<file path="config.mk">
export PLATFORM = sky130hd
export DESIGN_NAME = can_rx_id_mask_filter_top
export DESIGN_NICKNAME = d
export VERILOG_FILES = /design/src/sv/can_idf_pkg.sv /design/src/sv/can_rx_id_mask_filter_top.sv
export SDC_FILE = /design/constraint.sdc
export NUM_CORES = 1
export LEC_CHECK = 0
export ABC_AREA = 0
export ABC_CLOCK_PERIOD_IN_PS = 5600
export BUFFER_PORTS_ARGS = -buffer_cell sky130_fd_sc_hd__buf_4
export CORE_MARGIN = 4
export CORE_UTILIZATION = 46
export CTS_CLUSTER_SIZE = 8
export DETAILED_ROUTE_END_ITERATION = 10
export PLACE_DENSITY_LB_ADDON = 0.08
export SETUP_SLACK_MARGIN = 0.3
export SYNTH_ARGS = -nofsm -noshare
export SYNTH_HDL_FRONTEND = slang
export SYNTH_SLANG_ARGS = --single-unit
</file>
<file path="constraint.sdc">
create_clock -name clk -period 5.6 [get_ports clk]
set_input_delay 0.28 -clock clk [delete_from_list [all_inputs] [get_ports clk]]
set_output_delay 0.28 -clock clk [all_outputs]
set_load 0.05 [all_outputs]
</file>
<file path="src/sv/can_idf_pkg.sv">
// Shared constants and types for the CAN receive identifier/mask filter.
package can_idf_pkg;

    localparam int FILTER_ENTRIES = 32;
    localparam int IDX_W          = $clog2(FILTER_ENTRIES);
    localparam int CNT_W          = $clog2(FILTER_ENTRIES + 1);
    localparam int ID_W           = 11;
    localparam int WORD_W         = ID_W + 1;
    localparam int ENTRY_W        = 2 * WORD_W;
    localparam int PADDR_W        = 3;
    localparam int PDATA_W        = 32;
    localparam int CFG_W          = 6;

    localparam logic OP_CONFIG = 1'b0;
    localparam logic OP_MATCH  = 1'b1;

    localparam logic STATUS_OK        = 1'b0;
    localparam logic STATUS_BAD_INDEX = 1'b1;

    localparam logic REG_ENTRIES_IN_USE = 1'b0;

    typedef logic [WORD_W-1:0] word_t;

    typedef struct packed {
        word_t ident;
        word_t mask;
    } entry_t;

endpackage

</file>
<file path="src/sv/can_rx_id_mask_filter_top.sv">
// Top level of the CAN receive identifier/mask acceptance filter.
// A configure word writes one filter entry when its index lies below the entries in use and
// returns its status through the done state and the output register. A match word scans the
// entries in use in index order, one table read per cycle from a memory with a registered
// read port, and stops at the first hit; with no entries in use it goes straight to the done
// state and reports a miss. A stalled earlier result holds the new result in the done state
// until the output register is free.
// One word is worked on at a time; the next word is taken while the previous result
// still waits in the output register. There is no clearing pass after reset.
module can_rx_id_mask_filter_top (
    input  logic                              clk,
    input  logic                              rst_n,
    input  logic                              psel,
    input  logic                              penable,
    input  logic                              pwrite,
    input  logic [can_idf_pkg::PADDR_W-1:0]   paddr,
    input  logic [can_idf_pkg::PDATA_W-1:0]   pwdata,
    output logic [can_idf_pkg::PDATA_W-1:0]   prdata,
    output logic                              pready,
    input  logic                              req_valid,
    output logic                              req_stall,
    input  logic                              op,
    input  logic [can_idf_pkg::IDX_W-1:0]     entry_index,
    input  logic [can_idf_pkg::ID_W-1:0]      frame_ident,
    input  logic [can_idf_pkg::ID_W-1:0]      ident_mask,
    input  logic                              remote_request,
    output logic                              rsp_valid,
    input  logic                              rsp_stall,
    output logic                              status,
    output logic                              hit,
    output logic [can_idf_pkg::IDX_W-1:0]     matched_index
);
    import can_idf_pkg::*;

    typedef enum logic [2:0] {
        ST_IDLE = 3'b001,
        ST_SCAN = 3'b010,
        ST_DONE = 3'b100
    } state_t;

    state_t                    state_reg, state_next;
    logic [CFG_W-1:0]          entries_reg;
    logic [FILTER_ENTRIES-1:0] valid_bits_reg, valid_bits_next;
    word_t                     frame_reg, frame_next;
    logic [CNT_W-1:0]          n_reg, n_next;
    logic [CNT_W-1:0]          issue_cnt_reg, issue_cnt_next;
    logic                      rd_valid_reg, rd_valid_next;
    logic [IDX_W-1:0]          rd_idx_reg, rd_idx_next;
    logic                      res_status_reg, res_status_next;
    logic                      res_hit_reg, res_hit_next;
    logic [IDX_W-1:0]          res_idx_reg, res_idx_next;
    logic                      rsp_valid_reg, rsp_valid_next;
    logic                      status_reg, status_next;
    logic                      hit_reg, hit_next;
    logic [IDX_W-1:0]          index_reg, index_next;

    entry_t                    mem [FILTER_ENTRIES];
    entry_t                    mem_q_reg;
    entry_t                    wr_data;
    logic                      wr_en;

    logic                      cfg_wr;
    logic                      req_accept;
    logic                      out_free;
    logic [CNT_W-1:0]          active_cnt;
    logic                      index_ok;
    logic                      entry_match;

    assign pready  = 1'b1;
    assign cfg_wr  = psel && penable && pwrite && pready && (paddr[2] == REG_ENTRIES_IN_USE);
    assign prdata  = (paddr[2] == REG_ENTRIES_IN_USE) ?
                     {{(PDATA_W-CFG_W){1'b0}}, entries_reg} : '0;

    always_ff @(posedge clk or negedge rst_n)
    begin
        if (!rst_n)
        begin
            entries_reg <= '0;
        end
        else if (cfg_wr)
        begin
            entries_reg <= pwdata[CFG_W-1:0];
        end
    end

    assign req_stall  = (state_reg != ST_IDLE);
    assign req_accept = req_valid && !req_stall;
    assign out_free   = !rsp_valid_reg || !rsp_stall;

    assign active_cnt = (CNT_W'(entries_reg) > CNT_W'(FILTER_ENTRIES)) ?
                        CNT_W'(FILTER_ENTRIES) : CNT_W'(entries_reg);
    assign index_ok   = {1'b0, entry_index} < active_cnt;

    assign wr_en           = req_accept && (op == OP_CONFIG) && index_ok;
    assign wr_data.ident   = {frame_ident, remote_request};
    assign wr_data.mask    = {ident_mask, 1'b1};

    always_ff @(posedge clk)
    begin
        if (wr_en)
        begin
            mem[entry_index] <= wr_data;
        end
        mem_q_reg <= mem[issue_cnt_reg[IDX_W-1:0]];
    end

    assign entry_match = valid_bits_reg[rd_idx_reg] &&
                         (((frame_reg ^ mem_q_reg.ident) & mem_q_reg.mask) == '0);

    always_comb
    begin
        state_next      = state_reg;
        valid_bits_next = valid_bits_reg;
        frame_next      = frame_reg;
        n_next          = n_reg;
        issue_cnt_next  = issue_cnt_reg;
        rd_valid_next   = 1'b0;
        rd_idx_next     = rd_idx_reg;
        res_status_next = res_status_reg;
        res_hit_next    = res_hit_reg;
        res_idx_next    = res_idx_reg;
        rsp_valid_next  = rsp_valid_reg && rsp_stall;
        status_next     = status_reg;
        hit_next        = hit_reg;
        index_next      = index_reg;

        case (state_reg)
            ST_IDLE:
            begin
                if (req_accept)
                begin
                    res_hit_next = 1'b0;
                    res_idx_next = '0;
                    if (op == OP_CONFIG)
                    begin
                        res_status_next = index_ok ? STATUS_OK : STATUS_BAD_INDEX;
                        if (index_ok)
                        begin
                            valid_bits_next[entry_index] = 1'b1;
                        end
                        state_next = ST_DONE;
                    end
                    else
                    begin
                        res_status_next = STATUS_OK;
                        frame_next      = {frame_ident, remote_request};
                        n_next          = active_cnt;
                        issue_cnt_next  = '0;
                        state_next      = (active_cnt == '0) ? ST_DONE : ST_SCAN;
                    end
                end
            end
            ST_SCAN:
            begin
                if (issue_cnt_reg < n_reg)
                begin
                    rd_valid_next  = 1'b1;
                    rd_idx_next    = issue_cnt_reg[IDX_W-1:0];
                    issue_cnt_next = issue_cnt_reg + CNT_W'(1);
                end
                if (rd_valid_reg)
                begin
                    if (entry_match)
                    begin
                        res_hit_next  = 1'b1;
                        res_idx_next  = rd_idx_reg;
                        rd_valid_next = 1'b0;
                        state_next    = ST_DONE;
                    end
                    else if ({1'b0, rd_idx_reg} == (n_reg - CNT_W'(1)))
                    begin
                        rd_valid_next = 1'b0;
                        state_next    = ST_DONE;
                    end
                end
            end
            ST_DONE:
            begin
                if (out_free)
                begin
                    rsp_valid_next = 1'b1;
                    status_next    = res_status_reg;
                    hit_next       = res_hit_reg;
                    index_next     = res_idx_reg;
                    state_next     = ST_IDLE;
                end
            end
            default:
            begin
                state_next = ST_IDLE;
            end
        endcase
    end

    always_ff @(posedge clk or negedge rst_n)
    begin
        if (!rst_n)
        begin
            state_reg      <= ST_IDLE;
            valid_bits_reg <= '0;
            rd_valid_reg   <= 1'b0;
            rsp_valid_reg  <= 1'b0;
        end
        else
        begin
            state_reg      <= state_next;
            valid_bits_reg <= valid_bits_next;
            rd_valid_reg   <= rd_valid_next;
            rsp_valid_reg  <= rsp_valid_next;
        end
    end

    always_ff @(posedge clk)
    begin
        frame_reg      <= frame_next;
        n_reg          <= n_next;
        issue_cnt_reg  <= issue_cnt_next;
        rd_idx_reg     <= rd_idx_next;
        res_status_reg <= res_status_next;
        res_hit_reg    <= res_hit_next;
        res_idx_reg    <= res_idx_next;
        status_reg     <= status_next;
        hit_reg        <= hit_next;
        index_reg      <= index_next;
    end

    assign rsp_valid     = rsp_valid_reg;
    assign status        = status_reg;
    assign hit           = hit_reg;
    assign matched_index = index_reg;

    // A word that hits never carries an error status.
    a_hit_status_ok: assert property (@(posedge clk) disable iff (!rst_n)
        rsp_valid && hit |-> status == STATUS_OK)
        else $error("hit reported together with an error status");

    // A miss reports index zero.
    a_miss_index_zero: assert property (@(posedge clk) disable iff (!rst_n)
        rsp_valid && !hit |-> matched_index == '0)
        else $error("miss reported with a nonzero index");

    // A reported hit names an entry that has been configured.
    a_hit_entry_valid: assert property (@(posedge clk) disable iff (!rst_n)
        rsp_valid && hit |-> valid_bits_reg[matched_index])
        else $error("hit on an entry that was never configured");

    // The scan never reads past the entries in use.
    a_scan_bound: assert property (@(posedge clk) disable iff (!rst_n)
        state_reg == ST_SCAN |-> issue_cnt_reg <= n_reg && n_reg != '0)
        else $error("scan ran past the entries in use");

endmodule

</file>
==> run metrics <==
Post-Syn Instances=roughly 1500; Leak=12.44 nW; wire per inst=about 29 microns; Clock Pin Slew Worst Setup and Hold Paths=around 60 ps; Post-Synth XOR/XNOR Area=0.5860%; mux cell area share after synthesis=17.33%; CTS tree=yes; skew final=roughly 22 ps; hold-critical path endpoint=mem[13][3]; Top Usage Layer GRT=met2; Area contributors post-synth=edfxtp_1 71%, mux4_2 16%, dfrtp_1 3.2%, dfxtp_1 1.4%, mux2_2 0.99%; maximum clock rate=approximately 270 MHz; CTS Buf Count=115; vias in the first global route=between 15000 and 20000; met2 Use GR=33.14%; Starting DRT DRC Count=between 1500 and 2000; combinational share of power=around an eighth; final cell count without fillers=between 2000 and 3000; cell count of the worst hold path=1; initial antenna violation count=0; Crit Path Class=reg2reg; DIE WIDTH=275.4 microns; fin nets=1726; Ant. Diodes=0; Synth top area share=71.14%; largest family of logic cells by synthesized area=multiplexers; Worst Tran Pin Value=1250 ps; syn avg cell area=around 22 sq um; switch share=approximately a quarter; most frequent cells in the layout=779 x edfxtp_1, 235 x mux4_2, 118 x clkbuf_16; TNS Setup=0 ps; Slew Viols, Final=0; final worst-path cycle share=between 60% and 70%; final setup fails=0; adder-cell share of the synthesized area=0.4186%; Worst Path Arrival=between 4000 and 5000 ps; global-route wire length before repair=between 100000 and 150000 microns; post-layout min period=about 3700 ps; RSZ-0062 raised after global routing=false; HP Class=in2reg; clock network power share=40.2%; max reg flops=roughly 740; Vias=approximately 16000; Core Region=70390 sq um; Cell Area, Synth=about 33000 sq um; DRC=0; DP Wirelength=between 40000 and 50000 microns; # rows=just under 100; Area growth syn-to-layout=15.85%; launch point of the worst hold path=ident_mask[3]; EDFF count, synth=between 700 and 800; Overflow after GRT=0; worst path required time=just under 6000 ps; status=finished, final reports clean; Global Route met1 Usage=30.42%; placed cell count=about 2500; Max-slew headroom=around 17%; drt first pass iters=5; Starting Density=46.71%; CTS resizes=0; Crit Reg-Reg Endpoint=mem[21][17]; top cell type by total area after synthesis=edfxtp_1; vias per cell=around 5.8; largest net degree at the start of global routing=107; YS warnings=0; FFs w/ async S/R, synth=under 10%; max-cap violations=0; Port Buf Inserts=57; Sequential Power Share=46.7%; Longest Clk Path Bufs=3; Synth cell types=55; Antenna Nets Post-Route=0; worst r2r src=entries_reg[5]; Root Driver=clkbuf_16; Synth Register Bits=about 850; IO Pins=~110; maximum VDD drop=approximately 0.23 mV; Core Util, Final=54.12%; kind of end point of the critical path=flip-flop; Cell Pwr Density=about 410 nW/um^2; r2r worst-path depth=9; WHS=roughly 33 ps; Global Route met3 Usage=under 10%; Fin. Hold Viols=0; ys flop type=edfxtp_1; total internal power=between 10 and 15 mW; final wirelength=between 70000 and 80000 microns; Max FO, Critical Path=32; P_sw=roughly 3.7 mW; insertion delay to the later sink of the worst-skew pair=660 ps; GPL Wtd Cong=0.7286; Global Route Usage Sum=around 21%; Setup crit start kind=flip-flop; H-tree Lvls=3; compound-cell area share of the yosys netlist=1.667%; r2r setup slk=roughly 1900 ps; Post-Synth Simple-Gate Area=between 2 and 2.5%; Die Ht=between 200 and 300 microns; CTS Sinks=845; post-synthesis sequential area ratio=between 70% and 80%; layout cells sized above 1=32.67%; die area=between 70000 and 80000 sq um; commonest non-fill, non-tap cell in the layout=edfxtp_1
-- kinds of logic (layout without fill, tap and decap cells) --
kind of cell,count (synthesis),in the layout
buffers and inverters,119,336
XOR/XNOR,22,22
AND/OR/NAND/NOR,137,137
other,2,27
adder cells (fa/ha/maj),11,11
multiplexers,272,272
AO/OA/AOI/OAI,70,70
flip-flops,845,845
-- power groups by stage --
stage	Combinational, mW	Sequential [mW]	Clock, mW
finish	2.06	7.33	6.32
global route	2.22	7.35	6.77
CTS	2.10	7.33	6.47
detailed placement	2.08	7.45	0
global placement	2.07	7.45	0
floorplan	1.49	7.39	0
-- worst max-delay path by stage --
stage / startpoint / slack [ps] / depth (start not counted) / to
after floorplan: entries_reg[5] / 1000 / 9 / mem[16][0]
after CTS: entries_reg[5] / 1820 / 9 / mem[21][17]
after global placement: entries_reg[5] / 1880 / 9 / mem[20][7]
after global routing: entries_reg[5] / 1640 / 9 / mem[21][15]
after detailed placement: entries_reg[5] / 1840 / 9 / mem[21][8]
final: entries_reg[5] / 1850 / 9 / mem[21][17]
-- layout make-up --
type,count,area [sq um]
timing repair buffer,128,1066
sequential,845,24930
multi-input combinational,539,7587
fill,5459,32300
inverter,15,56.30
tap,940,1176
clock buffer,188,3216
clock inverter,5,62.56
-- repair_timing --
item / CTS / global route
buffers inserted: 0 / 0
endpoints found under the hold margin: 210 / 0
hold buffers: 17 / 0
endpoints found under the setup margin: 0 / 0
-- cells in the mapped netlist (2+ instances only) --
master,n
a21o_1,2
a21oi_1,8
a22oi_1,7
a31o_2,24
a41o_1,8
and2_1,4
and3_1,7
buf_1,14
buf_2,11
buf_4,39
buf_6,4
clkbuf_1,35
conb_1,2
dfrtp_1,42
dfxtp_1,23
edfxtp_1,779
ha_1,11
inv_1,15
mux2_2,29
mux2i_1,8
mux4_2,235
nand2_1,21
nand2b_1,12
nand3_1,5
nand3b_1,2
nor2_1,22
nor2b_1,14
nor3_1,29
nor3b_1,2
nor4_1,8
o211ai_1,2
o21ai_0,8
or2_2,3
or4_1,2
xnor2_1,5
xor2_1,17
-- layer usage --
| metal | vias to the layer above | wire length, microns |
|---|---|---|
| li1 | 6494 | - |
| met1 | 8522 | 34680 |
| met2 | 399 | 37410 |
| met3 | 85 | 3677 |
| met4 | 0 | 1275 |
| met5 | - | 0 |
-- through the flow --
step / instance area, sq um / power, mW / setup WS, ps
after floorplan: 32980 / 8.885 / 995.4
after global placement: 34650 / 9.515 / 1878
after detailed placement: 34650 / 9.536 / 1843
after CTS: 38090 / 15.90 / 1820
after global routing: 38090 / 16.34 / 1644
final: 38090 / 15.71 / 1854
-- critical path, cell delays in order, from the launching register on --
cell and delay [ps]:
dfrtp_1 520, nand2b_1 240, ha_1 270, a21o_1 160, a21oi_1 150, nor2b_1 110, o31a_2 350, buf_4 290
nor3_2 780, buf_4 490
Note: power is estimated with default switching activity, not from simulation.
